--- src/rtl/mfb_pkg.sv ---
// Shared types and constants of the max-flow block.
// No dependencies; used by mfb_alu, max_flow_bfs_augment and tb_top.
package mfb_pkg;

  localparam int CELL_W = 40;
  localparam int FLOW_W = 48;
  localparam logic [CELL_W-1:0] CELL_MAX = {CELL_W{1'b1}};
  localparam logic [FLOW_W-1:0] FLOW_MAX = {FLOW_W{1'b1}};

  // register word indexes (paddr[3:2])
  localparam logic [1:0] REG_NODE_COUNT = 2'd0;
  localparam logic [1:0] REG_SOURCE     = 2'd1;
  localparam logic [1:0] REG_SINK       = 2'd2;

  typedef enum logic [1:0] {
    ALU_CELL_ADD,
    ALU_SUB,
    ALU_FLOW_ADD,
    ALU_MIN
  } alu_op_t;

  typedef enum logic [3:0] {
    S_CLEAR,
    S_IDLE,
    S_LOAD,
    S_BFS_INIT,
    S_DEQ,
    S_DEQ_WAIT,
    S_SCAN,
    S_NK_PAR,
    S_NK_ADDR,
    S_NK_MIN,
    S_AG_PAR,
    S_AG_ADDR,
    S_AG_FWD,
    S_AG_REV,
    S_FLOW,
    S_OUT
  } state_t;

endpackage

--- src/rtl/mfb_alu.sv ---
// Shared arithmetic unit: saturating adds, subtract and minimum.
// Depends on mfb_pkg.
module mfb_alu
  import mfb_pkg::*;
(
  input  alu_op_t           op,
  input  logic [FLOW_W-1:0] a,
  input  logic [FLOW_W-1:0] b,
  output logic [FLOW_W-1:0] y
);

  logic [FLOW_W:0] sum;

  assign sum = {1'b0, a} + {1'b0, b};

  always_comb begin
    case (op)
      ALU_CELL_ADD: begin
        // saturate at the cell width
        if (sum > {{(FLOW_W-CELL_W+1){1'b0}}, CELL_MAX}) y = {{(FLOW_W-CELL_W){1'b0}}, CELL_MAX};
        else y = sum[FLOW_W-1:0];
      end
      ALU_SUB:      y = a - b;
      ALU_FLOW_ADD: y = sum[FLOW_W] ? FLOW_MAX : sum[FLOW_W-1:0];
      ALU_MIN:      y = (a < b) ? a : b;
      default:      y = '0;
    endcase
  end

endmodule

--- config.mk ---
export PLATFORM = sky130hd
export DESIGN_NAME = mfb_alu
export DESIGN_NICKNAME = d
export VERILOG_FILES = /design/src/rtl/mfb_pkg.sv /design/src/rtl/mfb_alu.sv
export SDC_FILE = /design/constraint.sdc
export NUM_CORES = 1
export LEC_CHECK = 0
export ABC_AREA = 0
export BUFFER_PORTS_ARGS = -buffer_cell sky130_fd_sc_hd__buf_2
export CAP_MARGIN = 30
export CELL_PAD_IN_SITES_DETAIL_PLACEMENT = 2
export CELL_PAD_IN_SITES_GLOBAL_PLACEMENT = 2
export CORE_ASPECT_RATIO = 1.5
export CORE_UTILIZATION = 32
export DETAILED_ROUTE_END_ITERATION = 10
export PLACE_DENSITY = 0.84
export SETUP_SLACK_MARGIN = 0.1
export SYNTH_ARGS = -nofsm -noshare
export SYNTH_HDL_FRONTEND = slang
export SYNTH_SLANG_ARGS = --single-unit
export TNS_END_PERCENT = 1
--- constraint.sdc ---
create_clock -name vclk -period 3.8
set_input_delay 0.19 -clock vclk [all_inputs]
set_output_delay 0.19 -clock vclk [all_outputs]
set_load 0.005 [all_outputs]
==> results of run 1 <==
-- cell usage after synthesis, drive strengths merged, types with 10 or more instances --
master	n	area, um2
o21ai	99	495.5
o211ai	16	125.1
nor2b	28	175.2
nor2	150	563.0
o21bai	24	180.2
mux2i	24	240.2
nand2	80	300.3
nand4	15	100.1
a221oi	11	96.34
o221ai	10	87.58
ha	96	1201
nor3	36	196.4
a211oi	27	215.2
clkbuf	51	192.7
xnor2	50	437.9
a21o	18	135.1
inv	96	362.8
a31oi	19	118.9
nor4	21	165.2
o31ai	19	142.6
nand2b	17	106.4
nand3	29	145.1
a21oi	139	699.4
buf	25	136.4
-- metrics by stage --
step / setup WS [ps] / TNS (ps) / util / std cells
CTS: -214.1 / -5842 / 0.4951 / 2000
global placement: -629.0 / -18660 / 0.4642 / 1976
detailed placement: -932.0 / -32350 / 0.4642 / 1976
floorplan: 144.4 / 0 / - / 1252
-- kinds of logic after synthesis --
logic type / count (synthesis)
AOI/OAI and AO/OA: 479
xor gates and xnor gates: 59
adders and majority gates: 98
buffers and inverters: 173
muxes: 29
and+or+nand+nor: 414
-- routing by layer --
layer,GRT overflow,track usage
met5,0,0.02874
met4,57,0.8118
met3,3,0.3744
met2,39,0.9456
met1,0,0.6313
-- repair_timing --
item / 4_1_cts
pin swaps: 47
setup endpoints to repair: 48
resized for setup: 128
buffers inserted: 22
gates cloned: 2
==> reports/qor.txt, run 1 <==
Final Wtd Congestion - 0.9927
Stop err - [ERROR GRT-0232] Routing congestion too high. Check the congestion heatmap in the GUI.
Xor/xnor share of the synthesized area - 0.06455
DP HPWL - 46.45 mm
Last flow stage reached - global routing (5_1_grt)
Hold buffers post-CTS - 0
# rows - 70
PortBufs - 146
Post-Place Cell Area - 11340 um2
GR Overflow Total - 99
Cell Area, Synth - 8005 um2
Synth Net Count - 1448
Starting Density - 0.3276
Synth warnings - 0
Largest net degree at the start of global routing - 46
Mean area per synthesized cell - 6.394 um2
Die height - 195.7 um
Largest family of logic cells by synthesized area - compound AO/OA/AOI/OAI gates
Post-synthesis mux area share - 0.03704
Simple-Gate Fraction of Synth Area - 0.2548
Unique masters post-synth - 90
Adder-Cell Fraction of Synth Area - 0.1550
Sequential-to-total area share from yosys stat - 0
GR Util All Layers - 0.6699
Compound-Gate Fraction of Synth Area - 0.4017
Die width - 131.1 um
Post-synthesis cell count - 1252
Status - aborted with a tool error
Ports - 146
==> inputs of run 2 (changes only) <==
==> config.mk (replaced) <==
export PLATFORM = sky130hd
export DESIGN_NAME = mfb_alu
export DESIGN_NICKNAME = d
export VERILOG_FILES = /design/src/rtl/mfb_pkg.sv /design/src/rtl/mfb_alu.sv
export SDC_FILE = /design/constraint.sdc
export NUM_CORES = 1
export LEC_CHECK = 0
export ABC_AREA = 0
export BUFFER_PORTS_ARGS = -buffer_cell sky130_fd_sc_hd__buf_2
export CAP_MARGIN = 30
export CORE_UTILIZATION = 40
export DETAILED_ROUTE_END_ITERATION = 10
export PLACE_DENSITY_LB_ADDON = 0.15
export SYNTH_ARGS = -nofsm -noshare
export SYNTH_HDL_FRONTEND = slang
export SYNTH_SLANG_ARGS = --single-unit
export TNS_END_PERCENT = 1
==> reports/qor.txt, run 2 <==
Final worst slack - -90.85 ps
Clock buffers - 0
Fin. max-slew vios - 0
Die area - 20580 um2
Worst Path Max Fanout - 6
DP HPWL - 29.86 mm (was 46.45 mm)
Crit path kind - primary input to output port
Sequential-to-total area share from yosys stat - 0 (unchanged)
Cell taking the most area after synthesis - ha_1 (unchanged)
Synth warnings - 0 (unchanged)
Final Net Count - 1823
Worst vdd ir - 0.00009513 V
Cell count after placement - 1876 (was 1976)
Die width - 143.5 um (was 131.1 um)
Status - finished, violations left (was aborted with a tool error)
Fraction of layout cells with a size suffix above 1 - 0.3415
Worst Setup SP - a[24]
Hold buffers post-CTS - 0 (unchanged)
Unique masters post-synth - 90 (unchanged)
Post-Route Setup TNS - -1129 ps
Cell Area, Synth - 8005 um2 (unchanged)
Power per Cell Area - 192.6 nW/um2
Largest net degree at the start of global routing - 47
Final Wtd Congestion - 1.033 (was 0.9927)
Max-slew headroom - 0.5572
Fin area - 11540 um2
Tightest Pin Transition - 661.8 ps
Maximum clock rate - 257.0 MHz
Drt via density - 5.977
Antenna viol nets, final - 0
Most common cell after layout, fill and taps aside - buf_4
DRC - 0
CP startpoint kind - primary input
Most common cell in the netlist - nor2_1 (unchanged)
Hold violation total from the final report - 0
RSZ-0062 raised after global routing - true
Leakage power - 5.347 nW
Post-synthesis cell count - 1252 (unchanged)
CP required - 3610 ps
Post-Place Cell Area - 10990 um2 (was 11340 um2)
Hold_sp - b[26]
Final setup fails - 23
Starting Density - 0.4100 (was 0.3276)
Core Region - 19530 um2
DR WL/cell - 19.43 um
First-pass GRT wire length - 55.92 mm
Top-area cell type share of the netlist area - 0.1500 (unchanged)
MaxCap Viol Count - 0
Hold Path Class - primary input to output port
Post-route insts no fill - 1890
Fillers - 1956
Top cells by area, synth - ha_1 15%, a21oi_1 8.6%, nor2_1 7.0%, o21ai_0 6.1%, xnor2_1 5.5% (unchanged)
Vias in the first global route - 10407
PortBufs - 146 (unchanged)
Via count - 11297
Syn-to-layout area delta - 44.12%
Register area - 0 um2
Initial antenna violation count - 0
Post-synth top cells - 150 x nor2_1, 138 x a21oi_1, 97 x o21ai_0 (unchanged)
Final worst path period need - 3891 ps
Iter 0 DRT Violations - 1062
GR Overflow Total - 0
Most frequent cells in the layout - 293 x buf_4, 146 x buf_2, 144 x nor2_1
Post-Route WL - 36.73 mm
Crit path arrival time - 3700 ps
Crit share post-route - 1.024
Ports - 146 (unchanged)
# diodes - 0
Crit end category - output port
Pre-antenna DRT Iters - 7
Synth Net Count - 1448 (unchanged)
Die height - 143.5 um (was 195.7 um)
Mean area per synthesized cell - 6.394 um2 (unchanged)
Seq cells - 0
Failing checks - setup timing
# rows - 51 (was 70)
GR Util All Layers - 0.3472
## run 2: cell counts after synthesis
No cell type changed its count.
## run 2: power breakdown
group | total [W] | internal (W) | switching [W]
clock network | 0 | 0 | 0
logic | 0.00222 | 0.00101 | 0.00122
registers | 0 | 0 | 0
## run 2: worst paths after layout
| kind | to | slack, ps | depth (start not counted) |
|---|---|---|---|
| worst max-delay path | y[31] | -90 | 18 |
| worst min-delay path | y[26] | 830 | 5 |
## run 2: logic make-up after synthesis
family | synth area share
compound gates | 0.4017
xor+xnor | 0.06455
fa+ha+maj | 0.1550
buf+inv | 0.08690
mux | 0.03704
simple gates | 0.2548
## run 2: cell type report
class	instances	area, um2	area share
well taps	265	331.6	0.02874
inverters	97	366.6	0.03178
repair buffers	449	3090	0.2679
multi-input cells	1079	7749	0.6716
## run 2: repair_timing
| item | CTS | global route |
|---|---|---|
| gates cloned | 0 | 0 |
| resized for setup | 32 | 66 |
| pin swaps | 16 | 24 |
| endpoints found under the setup margin | 48 | 48 |
| setup buffers | 5 | 9 |
## run 2: metrics by stage
| step | hold WS, ps | power (W) | utilization | setup WS (ps) |
|---|---|---|---|---|
| after global routing | 875.8 | 0.002388 | 0.5909 | -246.9 |
| final | 834.6 | 0.002222 | 0.5909 | -90.85 |
| after floorplan | 556.7 | 0.001149 | - | 144.4 |
| after CTS | 839.1 | 0.002106 | 0.5721 | -115.8 |
| after detailed placement | 836.1 | 0.002060 | 0.5626 | -323.6 |
| after global placement | 832.1 | 0.002056 | 0.5622 | -290.6 |
## run 2: layer usage
metal | up-vias | track usage | routed length [um]
li1 | 5354 | - | -
met1 | 5297 | 0.4756 | 16290
met2 | 561 | 0.5881 | 16600
met3 | 85 | 0.01799 | 2657
met4 | 0 | 0.09127 | 1181
met5 | - | 0 | 0
## run 2: critical path: stages
cell and delay (ps):
buf_2 110, ha_1 330, buf_4 180, nor4_1 400
nand4_1 250, buf_4 200, a21oi_1 160, nor4b_2 90
o31ai_4 100, a21o_1 210, buf_4 120, xor2_1 190
nand2_1 160, nor4_4 290, buf_4 230, a21oi_1 70
o221a_1 270, buf_2 140
Power figures use the tool's default switching activity.
==> inputs of run 3 (changes only) <==
--- a/config.mk
+++ b/config.mk
@@ -10,6 +10,8 @@
 export CAP_MARGIN = 30
 export CORE_UTILIZATION = 40
 export DETAILED_ROUTE_END_ITERATION = 10
+export GPL_TIMING_DRIVEN = 0
+export MAX_ROUTING_LAYER = met4
 export PLACE_DENSITY_LB_ADDON = 0.15
 export SYNTH_ARGS = -nofsm -noshare
 export SYNTH_HDL_FRONTEND = slang
==> reports/qor.txt, run 3 (synthesis gave the netlist of run 2 again) <==
Status - finished, violations left (unchanged)
Failing checks - setup timing (unchanged)
Maximum clock rate - 245.8 MHz (was 257.0 MHz)
Final Net Count - 1641 (was 1823)
Largest net degree at the start of global routing - 11 (was 47)
DR WL/cell - 23.35 um (was 19.43 um)
Drt via density - 6.247 (was 5.977)
Die width - 143.5 um (unchanged)
Vias in the first global route - 9792 (was 10407)
Clock buffers - 0 (unchanged)
CP required - 3610 ps (about the same)
Hold Path Class - primary input to output port (unchanged)
Final setup fails - 46 (was 23)
Area of the multi-input gates - 8014 um2 (was 7749 um2)
Final core occ - 0.5317 (was 0.5909)
Fillers - 2060 (was 1956)
Final Wtd Congestion - 1.034 (was 1.033)
Via count - 10682 (was 11297)
Post-Route WL - 39.93 mm (was 36.73 mm)
Fraction of layout cells with a size suffix above 1 - 0.2620 (was 0.3415)
Antenna viol nets, final - 0 (unchanged)
Register area - 0 um2 (unchanged)
Most frequent cells in the layout - 151 x buf_2, 145 x nor2_1, 120 x a21oi_1 (was 293 x buf_4, 146 x buf_2, 144 x nor2_1)
GR Overflow Total - 0 (unchanged)
Crit share post-route - 1.070 (was 1.024)
Die height - 143.5 um (unchanged)
Max-slew headroom - 0.2833 (was 0.5572)
Final worst path period need - 4068 ps (was 3891 ps)
Tightest Pin Transition - 1075 ps (was 661.8 ps)
Syn-to-layout area delta - 29.70% (was 44.12%)
Most common cell after layout, fill and taps aside - buf_2 (was buf_4)
MaxCap Viol Count - 0 (unchanged)
Worst Path Max Fanout - 9 (was 6)
Seq cells - 0 (unchanged)
CP startpoint kind - primary input (unchanged)
Core Region - 19530 um2 (unchanged)
Starting Density - 0.4100 (unchanged)
DP HPWL - 30.90 mm (was 29.86 mm)
Pre-antenna DRT Iters - 5 (was 7)
First-pass GRT wire length - 58.39 mm (was 55.92 mm)
Crit path arrival time - 3880 ps (was 3700 ps)
# rows - 51 (unchanged)
PortBufs - 145 (was 146)
Die area - 20580 um2 (unchanged)
Iter 0 DRT Violations - 1012 (was 1062)
Initial antenna violation count - 1 (was 0)
Crit end category - output port (unchanged)
Final worst slack - -267.6 ps (was -90.85 ps)
Hold buffers post-CTS - 0 (unchanged)
RSZ-0062 raised after global routing - true (unchanged)
GR Util All Layers - 0.3888 (was 0.3472)
Crit path kind - primary input to output port (unchanged)
Ports - 146 (unchanged)
Fin. max-slew vios - 0 (unchanged)
Hold violation total from the final report - 0 (unchanged)
DRC - 0 (unchanged)
==> run 3: cell count changes in the layout (fill, tap and decap cells not counted), moves of 5 or more <==
cell	delta
a21oi_2	+10
clkbuf_1	+31
ha_1	+8
clkbuf_4	+7
nor4_1	-5
a31oi_2	-5
a21oi_1	-11
buf_2	+5
buf_4	-243
buf_6	+7
clkbuf_2	+6
o21ai_0	-6
==> run 3: layout make-up <==
class | count | share of cell area
antenna | 2 | 0.0004820
tap | 265 | 0.03194
buffer | 71 | 0.04640
inverter | 97 | 0.03664
timing repair buffer | 196 | 0.1127
multi-input combinational | 1079 | 0.7719
==> run 3: through the flow <==
stage               TNS, ps  cell area [um2]  worst slack [ps]  cells  hold WS (ps)
floorplan                 0             8005             144.4   1252         556.7
global placement     -66860             9062             -1566   1662         806.0
detailed placement   -63600             9089             -1515   1664         807.3
CTS                  -11260             9711            -413.4   1680         818.0
global route         -11540            10380            -361.2   1710         849.9
finish                -6362            10380            -267.6   1710         829.8
==> run 3: final timing paths <==
check | slack (ps) | to | startpoint | cells past startpoint
worst max-delay path | -270 | y[23] | a[14] | 15
worst min-delay path | 830 | y[25] | a[25] | 4
==> run 3: layer usage <==
layer / wire (um) / vias up / track usage
li1: - / 5016 / -
met1: 17110 / 5011 / 0.5125
met2: 17820 / 551 / 0.6104
met3: 3219 / 104 / 0.03532
met4: 1781 / 0 / 0.1512
met5: 0 / - / -
==> run 3: what timing repair did <==
item | CTS | global route
gates resized for setup | 123 | 120
endpoints found under the hold margin | 0 | 0
gates cloned | 0 | 0
setup buffers | 19 | 30
pin swaps | 37 | 51
endpoints found under the setup margin | 48 | 48
==> run 3: critical path, cell delays in order <==
cell and delay (ps):
buf_2 130, ha_1 300, buf_6 150, or2_4 290, or3_4 370, nor3_4 230
a211oi_4 130, o221ai_2 270, mux2i_1 140, nor4_1 380, nand4_2 210, or3_4 430
or3_1 380, and2_1 150, buf_2 120
